$ cat src/hw/rtl/bma_ram.sv
module bma_ram #(
    parameter int WIDTH = 8,
    parameter int DEPTH = 256
) (
    input  logic                     i_clk,
    input  logic                     i_we,
    input  logic [$clog2(DEPTH)-1:0] i_waddr,
    input  logic [WIDTH-1:0]         i_wdata,
    input  logic [$clog2(DEPTH)-1:0] i_raddr_a,
    output logic [WIDTH-1:0]         o_rdata_a,
    input  logic [$clog2(DEPTH)-1:0] i_raddr_b,
    output logic [WIDTH-1:0]         o_rdata_b
);

    logic [WIDTH-1:0] mem [DEPTH];

    always_ff @(posedge i_clk) begin
        if (i_we) begin
            mem[i_waddr] <= i_wdata;
        end
        o_rdata_a <= mem[i_raddr_a];
        o_rdata_b <= mem[i_raddr_b];
    end

endmodule

$ cat config.mk
export PLATFORM = sky130hd
export DESIGN_NAME = bma_ram
export DESIGN_NICKNAME = d
export VERILOG_FILES = /design/src/hw/rtl/bma_ram.sv
export SDC_FILE = /design/constraint.sdc
export NUM_CORES = 2
export LEC_CHECK = 0
export ABC_CLOCK_PERIOD_IN_PS = 3000
export BUFFER_PORTS_ARGS = -buffer_cell sky130_fd_sc_hd__buf_2
export CAP_MARGIN = 5
export CORE_AREA = 2 2 390 392
export CTS_BUF_LIST = sky130_fd_sc_hd__clkbuf_4 sky130_fd_sc_hd__clkbuf_8
export DETAILED_ROUTE_END_ITERATION = 16
export DIE_AREA = 0 0 392 394
export HOLD_SLACK_MARGIN = 0.06
export PLACE_DENSITY_LB_ADDON = 0.12
export SYNTH_ARGS = -nofsm -noshare
export SYNTH_HDL_FRONTEND = slang
export SYNTH_SLANG_ARGS = --single-unit
export TNS_END_PERCENT = 50
$ cat constraint.sdc
create_clock -name i_clk -period 3 [get_ports i_clk]
set_input_delay 0.15 -clock i_clk [delete_from_list [all_inputs] [get_ports i_clk]]
set_output_delay 0.15 -clock i_clk [all_outputs]
set_load 0.05 [all_outputs]
==> out/qor.csv <==
stage;metric;value;unit
outcome;status;finished, final reports clean;
detailed_routing;drt_iter0_markers;10000;
floorplanning;row_count;143;
timing;fin_crit_sh;99.9;%
hold_path;hp-start;i_wdata[4];
worst_setup_path;cp-start-kind;flip-flop;
yosys;synth_top_area_cell;edfxtp_1;
floorplanning;io_pins;50;
cells_and_area;num-fill-cells;8928;
power_and_ir_drop;ir_drop;0.430;mV
placed_design;port_buffers;49;
yosys;yosys-top-cells-count;2048 x edfxtp_1, 1051 x mux4_2, 298 x nor2_1, 236 x mux2i_1, 137 x clkbuf_1;
clock_tree;cts_tree;done;
cells_and_area;layout-drive-gt1-share;40.6;%
hold_path;min_path_type;input pin to flip-flop;
clock_tree;clkLatencyLatePin;1.07;ns
cells_and_area;fin_cells;7891;
power_and_ir_drop;leakagePower;36.3;nW
detailed_routing;via_per_inst;7.46;
cells_and_area;nets;5636;
worst_setup_path;worstPathRequired;3.89;ns
yosys;synth.ff_latch_count;2064;
clock_tree;cts_sinks;2064;
placed_design;place.gp.congestion;0.986;
worst_setup_path;path_class;flip-flop to flip-flop;
clock_tree;cts_root_buffer;clkbuf_8;
worst_setup_path;worst_r2r_endpoint;o_rdata_a[4]$_DFF_P_;
yosys;syn_area;97000;um2
global_route;grt-ovfl-total;0;
floorplanning;initial_utilization;64.4;%
placed_design;place_ws;-0.494;ns
timing;period_needed;3.00;ns
floorplanning;die_x;392;um
placed_design;dp.cells;7251;
timing;setup_violations;0;
global_route;grt_usage;39.5;%
worst_setup_path;r2r-start;mem[9][4]$_DFFE_PP_;
worst_setup_path;r2r_cells;7;
yosys;synth.area.top_cells;edfxtp_1 63%, mux4_2 24%, mux2i_1 2.4%, nor2_1 1.2%, o221ai_1 0.59%;
hold_path;hold_end;mem[245][4]$_DFFE_PP_;
timing;max_freq;334;MHz
floorplanning;die-area;154000;um2
detailed_routing;num_vias;58900;
yosys;seq_area_frac_synth;63.7;%
timing;worst_pin_slew;1.42;ns
floorplanning;core_region_area;151000;um2
worst_setup_path;cp-startpoint;mem[9][4]$_DFFE_PP_;
yosys;syn_nets;4881;
cells_and_area;area_growth;14.0;%
detailed_routing;wl_per_cell;38.0;um
yosys;yosys_warnings;0;
yosys;netlist.area_leader.share;63.4;%
clock_tree;clkSlewWorstSetupHoldPaths;0.07;ns
run;drv_cap;0;
floorplanning;die_h;394;um
timing;holdWs;0.160;ns
timing;rsz0062_at_grt;no;
yosys;synth-async-reset-ratio;0;%
timing;slew_violations;0;
detailed_routing;first_pass_iters;6;
clock_tree;clock_tree.buffer_depth;4;
clock_tree;h-tree-depth;5;
worst_setup_path;cp-end-kind;flip-flop;
placed_design;dp_hpwl;201000;um
detailed_routing;ant_nets;0;
yosys;synth_cells;4847;
timing;hold_viol;0;
global_route;grt_max_degree;128;
clock_tree;cts_buffers;347;
worst_setup_path;crit_arrival;3.89;ns
yosys;synth_ff_type;edfxtp_1;
timing;worst_slack;0.00446;ns
yosys;yosysMostFrequentCell;edfxtp_1;
yosys;synth_cell_types;65;
global_route;grt_pass1_wl;424000;um
power_and_ir_drop;power.density;559;nW/um2
yosys;synth_edf_count;2048;
detailed_routing;postRouteWirelength;300000;um
timing;fin_skew;0.0573;ns
detailed_routing;route.detailed.drc;0;
global_route;antenna_found_initial;27;
worst_setup_path;critPathMaxFanout;2;
worst_setup_path;rrSetupSlack;0.004;ns
global_route;grt_pass1_vias;58400;
timing;slew_headroom;5.30;%
yosys;syn_avg_cell_area;20.0;um2
hold_path;holdPathStages;2;
[worst max-delay path, stage by stage (launching register included)]
cell and delay [ns]:
edfxtp_1 0.43, mux4_2 0.48, mux4_2 0.46, nand2_1 0.13, nand2_1 0.16, o311ai_0 0.84, buf_4 0.30, nor4_1 0.06
[routing by layer]
layer	vias to the layer above	track usage (%)	wire length (um)
met2	5049	57.4	136000
met1	30300	55.1	101000
met4	18	18.9	16800
met5	-	0.0313	104
li1	22600	-	-
met3	878	12.6	45600
[sequential cells by signal, summed over array words and instances, names as in the netlist]
name,count
o_rdata_a,8
o_rdata_b,8
mem,2048
[kinds of logic after synthesis]
group | share of synthesized area, %
compound gates | 3.54
buf+inv | 2.73
mux | 27.3
flops | 63.7
simple gates | 2.70
[layout by cell type (no fill, tap or decap), types with 38 or more instances in the layout]
| cell type | n |
|---|---|
| nand2_1 | 114 |
| edfxtp_1 | 2048 |
| o22ai_1 | 48 |
| o221ai_1 | 65 |
| mux2_2 | 38 |
| buf_4 | 629 |
| nor2_1 | 298 |
| clkbuf_4 | 94 |
| buf_12 | 93 |
| a22oi_1 | 62 |
| a21oi_1 | 79 |
| clkinv_1 | 99 |
| mux2i_1 | 236 |
| clkinv_2 | 38 |
| clkbuf_8 | 368 |
| mux4_2 | 1051 |
| nand3_1 | 52 |
[final cells by class]
cell class / instances / area [um2] / share of cell area [%]
Sequential cell: 2064 / 61800 / 55.9
Multi-Input combinational cell: 2382 / 32500 / 29.4
Timing Repair Buffer: 801 / 7270 / 6.57
Clock buffer: 453 / 5650 / 5.11
Tap cell: 2030 / 2540 / 2.30
Clock inverter: 144 / 737 / 0.666
Antenna cell: 11 / 27.5 / 0.0249
Inverter: 6 / 26.3 / 0.0238
[per-stage QoR]
step / TNS (ns) / total power, mW / instance area (um2) / util, %
finish: 0 / 61.8 / 111000 / 73.4
global route: 0 / 63.2 / 111000 / 73.4
global placement: -2.47 / 38.3 / 104000 / 68.9
floorplan: 0 / 35.7 / 97000 / -
detailed placement: -2.65 / 38.3 / 104000 / 68.9
CTS: 0 / 61.7 / 111000 / 73.4
[what timing repair did]
action | in CTS | in global routing
setup buffers | 0 | 0
setup endpoints to repair | 0 | 2
hold endpoints to repair | 2336 | 0
gates resized for setup | 0 | 2
hold buffers | 32 | 0
[how the worst max path moves through the flow]
stage	to	slack [ns]	depth (start not counted)
3_5_place_dp	o_rdata_a[0]$_DFF_P_	-0.49	9
2_1_floorplan	o_rdata_b[0]$_DFF_P_	0.81	9
4_1_cts	o_rdata_a[4]$_DFF_P_	0.08	7
6_report	o_rdata_a[4]$_DFF_P_	0.004	7
5_1_grt	o_rdata_a[2]$_DFF_P_	0.09	9
3_3_place_gp	o_rdata_a[0]$_DFF_P_	-0.47	9
[power by group]
part	switching (mW)	internal, mW	leakage [nW]
clock network	11.2	12.6	3.38
registers	0.141	31.8	18.5
logic	3.56	2.44	14.3
total	14.9	46.9	36.3
(Power assumes the default switching activity.)
